<file path="src/hdl/shuffled_lcg_random_generator_core_assert.svh">
// Assertion macros shared by the shuffled LCG generator RTL.
// Depends on nothing; files that check their own logic include this header.
`ifndef SHUFFLED_LCG_RANDOM_GENERATOR_CORE_ASSERT_SVH
`define SHUFFLED_LCG_RANDOM_GENERATOR_CORE_ASSERT_SVH

// Clocked check, off while reset is held.
`define SLCG_ASSERT(label, prop, msg) \
    label: assert property (@(posedge aclk) disable iff (!aresetn) (prop)) else $error(msg);

// Clocked check that also holds through reset.
`define SLCG_ASSERT_ALWAYS(label, prop, msg) \
    label: assert property (@(posedge aclk) (prop)) else $error(msg);

`endif

</file>
<file path="src/hdl/slcg_pkg.sv">
// Package for the shuffled LCG generator: widths, LCG constants, FSM state and
// the control/status structs between the top level and the modulo unit. No dependencies.
package slcg_pkg;

    localparam int TABLE_DEPTH = 103;
    localparam int IDX_W       = $clog2(TABLE_DEPTH);

    localparam int VALUE_W = 63;
    localparam int SEED_W  = 64;
    localparam int HALF_W  = 32;
    localparam int MULT_W  = 30;
    localparam int PROD_W  = MULT_W + HALF_W;

    localparam logic [MULT_W-1:0]  LCG_MULT = 30'd892368405;
    localparam logic [VALUE_W-1:0] LCG_INC  = 63'd999;

    // Modulo unit works one byte per cycle over the value padded to 64 bits.
    localparam int DIGIT_W    = 8;
    localparam int MOD_DIGITS = (VALUE_W + DIGIT_W) / DIGIT_W;
    localparam int MOD_CNT_W  = $clog2(MOD_DIGITS);

    typedef enum logic [2:0] {
        ST_IDLE,
        ST_MUL_LO,
        ST_MUL_HI,
        ST_MOD_WAIT,
        ST_READ,
        ST_WRITE,
        ST_FILL
    } state_t;

    typedef struct packed {
        logic start;
    } mod_ctrl_t;

    typedef struct packed {
        logic busy;
        logic done;
    } mod_status_t;

endpackage

</file>
<file path="src/hdl/slcg_mod_unit.sv">
// Byte-serial reduction of a 63-bit value modulo TABLE_DEPTH.
// Depends on slcg_pkg and the assertion header.
`include "shuffled_lcg_random_generator_core_assert.svh"

module slcg_mod_unit
    import slcg_pkg::*;
(
    input  logic               aclk,
    input  logic               aresetn,
    input  mod_ctrl_t          ctrl,
    input  logic [VALUE_W-1:0] value,
    output mod_status_t        status,
    output logic [IDX_W-1:0]   rem
);

    localparam int WORK_W  = IDX_W + DIGIT_W;
    localparam int SHIFT_W = MOD_DIGITS * DIGIT_W;
    localparam logic [WORK_W-1:0] DEPTH_W = WORK_W'(TABLE_DEPTH);

    logic                 busy_reg, busy_next;
    logic                 done_reg, done_next;
    logic [MOD_CNT_W-1:0] cnt_reg, cnt_next;
    logic [SHIFT_W-1:0]   shift_reg, shift_next;
    logic [IDX_W-1:0]     rem_reg, rem_next;
    logic [WORK_W-1:0]    work;

    always_comb begin
        busy_next  = busy_reg;
        done_next  = 1'b0;
        cnt_next   = cnt_reg;
        shift_next = shift_reg;
        rem_next   = rem_reg;

        // Remainder so far times 256 plus the next byte stays below 256*DEPTH,
        // so one conditional subtract per shifted copy of DEPTH is enough.
        work = {rem_reg, shift_reg[SHIFT_W-1 -: DIGIT_W]};
        for (int k = DIGIT_W - 1; k >= 0; k--) begin
            if (work >= (DEPTH_W << k)) begin
                work = work - (DEPTH_W << k);
            end
        end

        if (ctrl.start) begin
            busy_next  = 1'b1;
            cnt_next   = '0;
            rem_next   = '0;
            shift_next = SHIFT_W'(value);
        end else if (busy_reg) begin
            rem_next   = work[IDX_W-1:0];
            shift_next = shift_reg << DIGIT_W;
            cnt_next   = cnt_reg + 1'b1;
            if (cnt_reg == MOD_CNT_W'(MOD_DIGITS - 1)) begin
                busy_next = 1'b0;
                done_next = 1'b1;
            end
        end
    end

    always_ff @(posedge aclk) begin
        if (!aresetn) begin
            busy_reg <= 1'b0;
            done_reg <= 1'b0;
            cnt_reg  <= '0;
        end else begin
            busy_reg <= busy_next;
            done_reg <= done_next;
            cnt_reg  <= cnt_next;
        end
    end

    always_ff @(posedge aclk) begin
        shift_reg <= shift_next;
        rem_reg   <= rem_next;
    end

    assign status.busy = busy_reg;
    assign status.done = done_reg;
    assign rem         = rem_reg;

    `SLCG_ASSERT(a_rem_in_range, done_reg |-> (rem_reg <= IDX_W'(TABLE_DEPTH - 1)),
        "remainder out of table range")
    `SLCG_ASSERT(a_done_after_busy, done_reg |-> $past(busy_reg), "done without a running pass")
    `SLCG_ASSERT(a_busy_done_excl, !(busy_reg && done_reg), "busy and done together")

endmodule

</file>
<file path="config.mk">
export PLATFORM = sky130hd
export DESIGN_NAME = slcg_mod_unit
export DESIGN_NICKNAME = d
export VERILOG_FILES = /design/src/hdl/slcg_pkg.sv /design/src/hdl/slcg_mod_unit.sv
export VERILOG_INCLUDE_DIRS = /design/src /design/src/hdl
export SDC_FILE = /design/constraint.sdc
export NUM_CORES = 1
export LEC_CHECK = 0
export BUFFER_PORTS_ARGS = -buffer_cell sky130_fd_sc_hd__clkbuf_2
export CORE_UTILIZATION = 50
export DETAILED_ROUTE_END_ITERATION = 16
export GPL_TIMING_DRIVEN = 0
export PLACE_DENSITY = 0.76
export REMOVE_ABC_BUFFERS = 1
export SETUP_SLACK_MARGIN = 0.3
export SLEW_MARGIN = 40
export SYNTH_ARGS = -nofsm -noshare
export SYNTH_HDL_FRONTEND = slang
export SYNTH_SLANG_ARGS = --single-unit
</file>
<file path="constraint.sdc">
create_clock -name aclk -period 8 [get_ports aclk]
set_input_delay 0 -clock aclk [delete_from_list [all_inputs] [get_ports aclk]]
set_output_delay 0 -clock aclk [all_outputs]
set_load 0.005 [all_outputs]
</file>
### Word level (Yosys, flattened, before mapping)

Index checks and enable logic that the tools add are counted.

| storage, ports and cells | value |
|---|---|
| flip-flop bits (word level) | 76 |
| latch bits | 0 |
| memory bits (writable) | 0 |
| memory bits (read-only) | 0 |
| bits of input ports | 66 |
| memories | 0 |

| cells by class | value |
|---|---|
| $add $sub $neg | 9 |
| $mul | 0 |
| div/mod/pow operators | 0 |
| $lt $le $gt $ge | 8 |
| eq/ne operators | 1 |
| shifts and indexed selects | 0 |
| mux-type cells | 14 |
| bitwise gates (word level) | 2 |
| reductions and logical operators | 3 |

Operators by type and width:

| cell | number |
|---|---|
| two-way mux 63 bit | 2 |
| two-way mux 15 bit | 7 |
| >= comparator 15 x 10 -> 1 bit (second input constant) | 1 |
| >= comparator 15 x 11 -> 1 bit (second input constant) | 1 |
| >= comparator 15 x 12 -> 1 bit (second input constant) | 1 |
| >= comparator 15 x 13 -> 1 bit (second input constant) | 1 |
| >= comparator 15 x 14 -> 1 bit (second input constant) | 1 |
| >= comparator 15 x 7 -> 1 bit (second input constant) | 1 |
| >= comparator 15 x 8 -> 1 bit (second input constant) | 1 |
| >= comparator 15 x 9 -> 1 bit (second input constant) | 1 |
| subtractor 15 x 10 -> 15 bit (second input constant) | 1 |
| subtractor 15 x 11 -> 15 bit (second input constant) | 1 |
| subtractor 15 x 12 -> 15 bit (second input constant) | 1 |
| subtractor 15 x 13 -> 15 bit (second input constant) | 1 |
| subtractor 15 x 14 -> 15 bit (second input constant) | 1 |
| subtractor 15 x 8 -> 15 bit (second input constant) | 1 |
| subtractor 15 x 9 -> 15 bit (second input constant) | 1 |
| two-way mux 7 bit | 1 |
| subtractor 7 bit (second input constant) | 1 |
| two-way mux 1 bit | 4 |
| adder 3 x 1 -> 3 bit (second input constant) | 1 |
| equality test 3 bit (second input constant) | 1 |
| OR reduction 3 bit | 1 |
| inverter 1 bit | 2 |
| 2 further kinds | 2 |

### Depth between registers and ports, before layout

| logic depth | value |
|---|---|
| word-level depth | 16 |
| depth in mapped cells | 43 |

### Least setup slack after synthesis

OpenSTA, ideal clock, no wires.

| timing | value |
|---|---|
| path type | register -> register |
| start point | register rem_reg[0], in the netlist rem[0] |
| end point | register rem_reg[1], in the netlist rem[1] |
| setup time | 0.103 ns |
| arrival time | 8.544 ns |
| data required time | 7.897 ns |
| path slack | -0.648 ns |
| cell stages (with the launch flop) | 41 |
| clock period less this slack | 8.648 ns |
| path through | dfxtp_1 ha_1 buf_2 a211oi_2 o21bai_2 nor2_4 xnor2_1 ha_1 inv_1 a21oi_1 o31ai_1 nor4b_1 nor2_1 buf_2 nor2_2 xnor2_1 ha_1 nand2_1 [... 5 more ...] buf_6 o31a_1 nor2_1 ha_1 inv_1 a21oi_1 o32ai_2 xnor2_1 nand3_1 a2111oi_4 o21a_1 xnor2_1 ha_1 inv_1 o22ai_1 o21a_1 or2_1 a2111oi_2 |

| between the ends | value |
|---|---|
| cells in the longest elaborated chain, start to end | 16 |
| elaborated cells on any way between the ends | 24 |

RTL lines:

| item | line | text |
|---|---|---|
| start: declaration | slcg_mod_unit.sv:24 | `logic [IDX_W-1:0] rem_reg, rem_next;` |
| start signal: assignment | slcg_mod_unit.sv:73 | `rem_reg <= rem_next;` |
| subtractor 15 x 14 -> 15 bit or >= comparator 15 x 14 -> 1 bit (tied branches) | slcg_mod_unit.sv:39, slcg_mod_unit.sv:38 |  |
| two-way mux 15 bit (*) | slcg_mod_unit.sv:38 | `if (work >= (DEPTH_W << k)) begin` |
| subtractor 15 x 13 -> 15 bit or >= comparator 15 x 13 -> 1 bit (tied branches) | slcg_mod_unit.sv:39, slcg_mod_unit.sv:38 |  |
| two-way mux 15 bit (*) | slcg_mod_unit.sv:38 |  |
| subtractor 15 x 12 -> 15 bit or >= comparator 15 x 12 -> 1 bit (tied branches) | slcg_mod_unit.sv:39, slcg_mod_unit.sv:38 |  |
| two-way mux 15 bit (*) | slcg_mod_unit.sv:38 |  |
| subtractor 15 x 11 -> 15 bit or >= comparator 15 x 11 -> 1 bit (tied branches) | slcg_mod_unit.sv:39, slcg_mod_unit.sv:38 |  |
| two-way mux 15 bit (*) | slcg_mod_unit.sv:38 |  |
| subtractor 15 x 10 -> 15 bit or >= comparator 15 x 10 -> 1 bit (tied branches) | slcg_mod_unit.sv:39, slcg_mod_unit.sv:38 |  |
| two-way mux 15 bit (*) | slcg_mod_unit.sv:38 |  |
| subtractor 15 x 9 -> 15 bit or >= comparator 15 x 9 -> 1 bit (tied branches) | slcg_mod_unit.sv:39, slcg_mod_unit.sv:38 |  |
| two-way mux 15 bit (*) | slcg_mod_unit.sv:38 |  |
| subtractor 15 x 8 -> 15 bit or >= comparator 15 x 8 -> 1 bit (tied branches) | slcg_mod_unit.sv:39, slcg_mod_unit.sv:38 |  |
| two-way mux 15 bit (*) | slcg_mod_unit.sv:38 |  |
| >= comparator 15 x 7 -> 1 bit or subtractor 7 bit (tied branches) | slcg_mod_unit.sv:38, slcg_mod_unit.sv:39 |  |
| two-way mux 7 bit (*) | slcg_mod_unit.sv:38 |  |

Mark *: on every way between the ends. The rest lies on a longest branch, timed or not.
A chain may end at the register's enable or synchronous reset.

### Worst setup path in the final report

| timing | value |
|---|---|
| start point | register rem_reg[0], in the netlist rem[0] |
| end point | register rem_reg[4], in the netlist rem[4] |

Same word-level chain as after synthesis.

==> flow_metrics.py <==
metrics = {
    "timing": {
        "final_hold_viol_count": 0,
        "sum_neg_setup_slack_ns": -1.18,
        "report.final.slew_viol_count": 0,
        "slew_headroom": 0.414,
        "fin_crit_ns": 8.34,
        "finalWorstSetupSlack_ns": -0.344,
        "finalCritPeriodShare": 1.04,
        "tightest_slew_ns": 0.878,
        "fmax_mhz": 120,
        "grt_setup_unrepaired": "true",
        "final-setup-viol-count": 7,
        "final.setup_skew_ns": 0.0146,
    },
    "die": {
        "ioPinCount": 75,
        "floorplan.initialDensity": 0.516,
        "site_row_count": 43,
        "die_w_um": 122,
        "die_area_mm2": 0.0149,
        "die_y_um": 122,
        "core_area_mm2": 0.0139,
    },
    "synth": {
        "synth.top_cell.area_share": 0.263,
        "yosysTopAreaCell": "sky130_fd_sc_hd__edfxtp_1",
        "yosys_register_bits": 76,
        "synth-edff-count": 63,
        "synthTopCellsByArea": "sky130_fd_sc_hd__edfxtp_1 (26%), sky130_fd_sc_hd__mux2_2 (9.4%), sky130_fd_sc_hd__dfxtp_1 (3.6%), sky130_fd_sc_hd__nor2_1 (3.5%), sky130_fd_sc_hd__nand2_1 (2.9%)",
        "synth_area_per_cell_um2": 9.39,
        "synth.lib_cells_used.distinct": 116,
        "syn-cell-area_mm2": 0.00719,
        "synthMostInstantiatedCell": "sky130_fd_sc_hd__nor2_1",
        "yosysWarnings": 0,
        "synthArstFlopShare": 0,
        "syn-instance-count": 766,
        "synth-seq-area-share": 0.299,
        "netlist_top_cells_count": "sky130_fd_sc_hd__nor2_1 (68), sky130_fd_sc_hd__edfxtp_1 (63), sky130_fd_sc_hd__mux2_2 (60)",
        "synth-main-ff-cell": "sky130_fd_sc_hd__edfxtp_1",
    },
    "worst_setup_path": {
        "timing.critical_path.arrival_ns": 8.56,
        "critical_path_class": "register to register",
        "crit_start": "rem[0]$_SDFFE_PP0P_",
        "worst-path-stages": 34,
        "critical_path_peak_fanout": 10,
        "worstReg2RegEnd": "rem[4]$_SDFFE_PP0P_",
        "setup.worst_path.end_class": "register",
        "cp_endpoint": "rem[4]$_SDFFE_PP0P_",
        "cp-start-kind": "register",
        "reg2reg_slack_ns": -0.34,
        "r2r_cells": 34,
        "critical_path_required_ns": 8.22,
        "worst_path_dominant_cell_family": "simple AND/OR/NAND/NOR gates",
        "r2r_start": "rem[0]$_SDFFE_PP0P_",
        "most_frequent_cp_cell": "sky130_fd_sc_hd__buf_4",
        "crit_slowest_cell": "sky130_fd_sc_hd__nor3_1",
        "critPathBufInv": 4,
        "crit_path_max_incr_delay_ns": 0.50,
    },
    "placed_design": {
        "port-buffer-count": 74,
        "globalplace.congestion": 0.981,
        "place_hpwl_um": 12500,
    },
    "drt": {
        "vias": 8424,
        "postRouteAntennaNets": 0,
        "totalWireLength_um": 28900,
        "drtIter0Drc": 1085,
        "viasPerCell": 6.89,
        "drc": 0,
        "drt_pass1_iterations": 6,
        "average_detailed_routed_wire_length_per_instance_um": 23.7,
    },
    "final_layout": {
        "antenna-diode-count": 0,
        "drive_gt1_frac": 0.485,
        "layout.core_utilization": 0.778,
        "largest_register_ff_count": 64,
        "final_net_count": 1113,
        "syn_to_final_growth_pct": 50.7,
    },
    "clocking": {
        "h-tree-depth": 3,
        "clkTransAtPathRegs_ns": 0.07,
        "cts.sinks": 76,
        "tritoncts": "done",
        "clock_latency_reported_for_the_late_side_of_the_worst_skew_pair_ns": 0.35,
        "clock_path_buffers": 2,
        "cts-buffers-inserted": 9,
        "clock_tree.root_cell": "sky130_fd_sc_hd__clkbuf_16",
    },
    "grt": {
        "grt_start_max_net_pins": 78,
        "antenna_found_initial": 0,
        "global_route_wire_length_before_repair_um": 38500,
        "global_route.overflow_total": 0,
        "grt_use_total": 0.328,
        "first_global_vias": 7675,
    },
    "status": {
        "status": "complete, but fails checks",
        "violations": "setup timing",
    },
    "min_path": {
        "worst_hold_path_type": "input port to register",
    },
    "run": {
        "drv_cap": 0,
    },
}
what timing repair did:
| item | in CTS | in global routing |
|---|---|---|
| pin swaps | 58 | 69 |
| setup endpoints to repair | 7 | 7 |
| gates resized for setup | 146 | 74 |
| hold buffers | 63 | 0 |
| setup buffers | 96 | 63 |
| cloned | 0 | 2 |
| endpoints found under the hold margin | 67 | 0 |
metal layers:
layer / vias to the layer above / wire (um) / track usage / part of all wire
met5: - / 0 / 0 / 0
met4: 0 / 2030 / 0.140 / 0.070
met3: 217 / 2570 / 0.0618 / 0.089
met2: 666 / 14300 / 0.582 / 0.49
met1: 3996 / 10000 / 0.385 / 0.35
li1: 3545 / - / - / -
worst min path at each step:
stage / end / slack, ns / from / depth (start not counted)
floorplan: rem[1]$_SDFFE_PP0P_ / 0.07 / ctrl / 1
global placement: busy_reg$_SDFF_PN0_ / 0.23 / aresetn / 2
detailed placement: busy_reg$_SDFF_PN0_ / 0.23 / aresetn / 2
CTS: shift_reg[32]$_DFFE_PP_ / 0.007 / value[32] / 2
global route: shift_reg[32]$_DFFE_PP_ / 0.04 / value[32] / 2
finish: shift_reg[32]$_DFFE_PP_ / 0.06 / value[32] / 2
logic make-up (layout without fill, tap and decap cells):
group | after synthesis | in the layout | share of synthesized area
AND/OR/NAND/NOR | 288 | 290 | 0.221
flip-flops | 76 | 76 | 0.299
multiplexers | 79 | 79 | 0.122
buffers and inverters | 52 | 326 | 0.0365
XOR/XNOR | 33 | 33 | 0.0459
AO/OA/AOI/OAI | 228 | 228 | 0.258
adder cells (fa/ha/maj) | 10 | 10 | 0.0174
cells in the final DEF, fill, tap and decap left out, types with 6 or more instances in the layout:
master | Yosys | final
sky130_fd_sc_hd__xnor2_2 | 3 | 9
sky130_fd_sc_hd__dlygate4sd3_1 | 0 | 63
sky130_fd_sc_hd__mux2i_1 | 15 | 12
sky130_fd_sc_hd__o21ai_2 | 7 | 6
sky130_fd_sc_hd__and2_1 | 20 | 19
sky130_fd_sc_hd__nor2_1 | 68 | 56
sky130_fd_sc_hd__inv_1 | 13 | 10
sky130_fd_sc_hd__nand2_1 | 55 | 47
sky130_fd_sc_hd__o21a_1 | 8 | 7
sky130_fd_sc_hd__clkbuf_2 | 1 | 73
sky130_fd_sc_hd__nand4_1 | 10 | 10
sky130_fd_sc_hd__edfxtp_1 | 63 | 63
sky130_fd_sc_hd__nand2_2 | 1 | 7
sky130_fd_sc_hd__clkbuf_16 | 0 | 9
sky130_fd_sc_hd__o21ai_0 | 26 | 19
sky130_fd_sc_hd__and3_1 | 16 | 11
sky130_fd_sc_hd__mux2_2 | 60 | 60
sky130_fd_sc_hd__o211ai_1 | 14 | 14
sky130_fd_sc_hd__xor2_1 | 8 | 7
sky130_fd_sc_hd__o31ai_2 | 2 | 6
sky130_fd_sc_hd__buf_4 | 6 | 147
sky130_fd_sc_hd__nor2_2 | 2 | 8
sky130_fd_sc_hd__dfxtp_4 | 0 | 7
sky130_fd_sc_hd__nor2_4 | 1 | 7
sky130_fd_sc_hd__a21oi_1 | 30 | 22
sky130_fd_sc_hd__xnor2_1 | 21 | 12
sky130_fd_sc_hd__buf_6 | 4 | 9
sky130_fd_sc_hd__nor3_1 | 16 | 13
sky130_fd_sc_hd__nand3_1 | 29 | 23
sky130_fd_sc_hd__dfxtp_1 | 13 | 6
sky130_fd_sc_hd__nand2b_1 | 8 | 7
sky130_fd_sc_hd__a31oi_1 | 9 | 6
sky130_fd_sc_hd__o21ai_1 | 7 | 10
layout make-up:
class | instances | area, um2
Clock buffer | 12 | 246
Clock inverter | 4 | 26.3
Fill cell | 734 | 3100
Inverter | 13 | 55.1
Multi-Input combinational cell | 640 | 5810
Sequential cell | 76 | 2180
Tap cell | 180 | 225
Timing Repair Buffer | 297 | 2290
stage by stage:
stage / hold slack, ns / area [um2] / setup WS [ns] / instances
floorplan: 0.0689 / 6980 / -0.740 / 727
global placement: 0.233 / 7570 / -2.45 / 981
detailed placement: 0.233 / 7600 / -2.48 / 981
CTS: 0.00723 / 9940 / 0.300 / 1156
global route: 0.0389 / 10800 / -0.745 / 1222
finish: 0.0587 / 10800 / -0.344 / 1222
worst reg2reg max path: cells and delay by family, from the launching register on:
| family | cells | cell delay (ns) |
|---|---|---|
| compound gates | 13 | 3.33 |
| xor+xnor | 1 | 0.15 |
| fa+ha+maj | 2 | 0.41 |
| buf+inv | 4 | 0.57 |
| flops | 1 | 0.38 |
| simple gates | 14 | 3.38 |
Power is not shown: default switching activity piles up to over one toggle a cycle in this logic, so the estimate is an artifact.
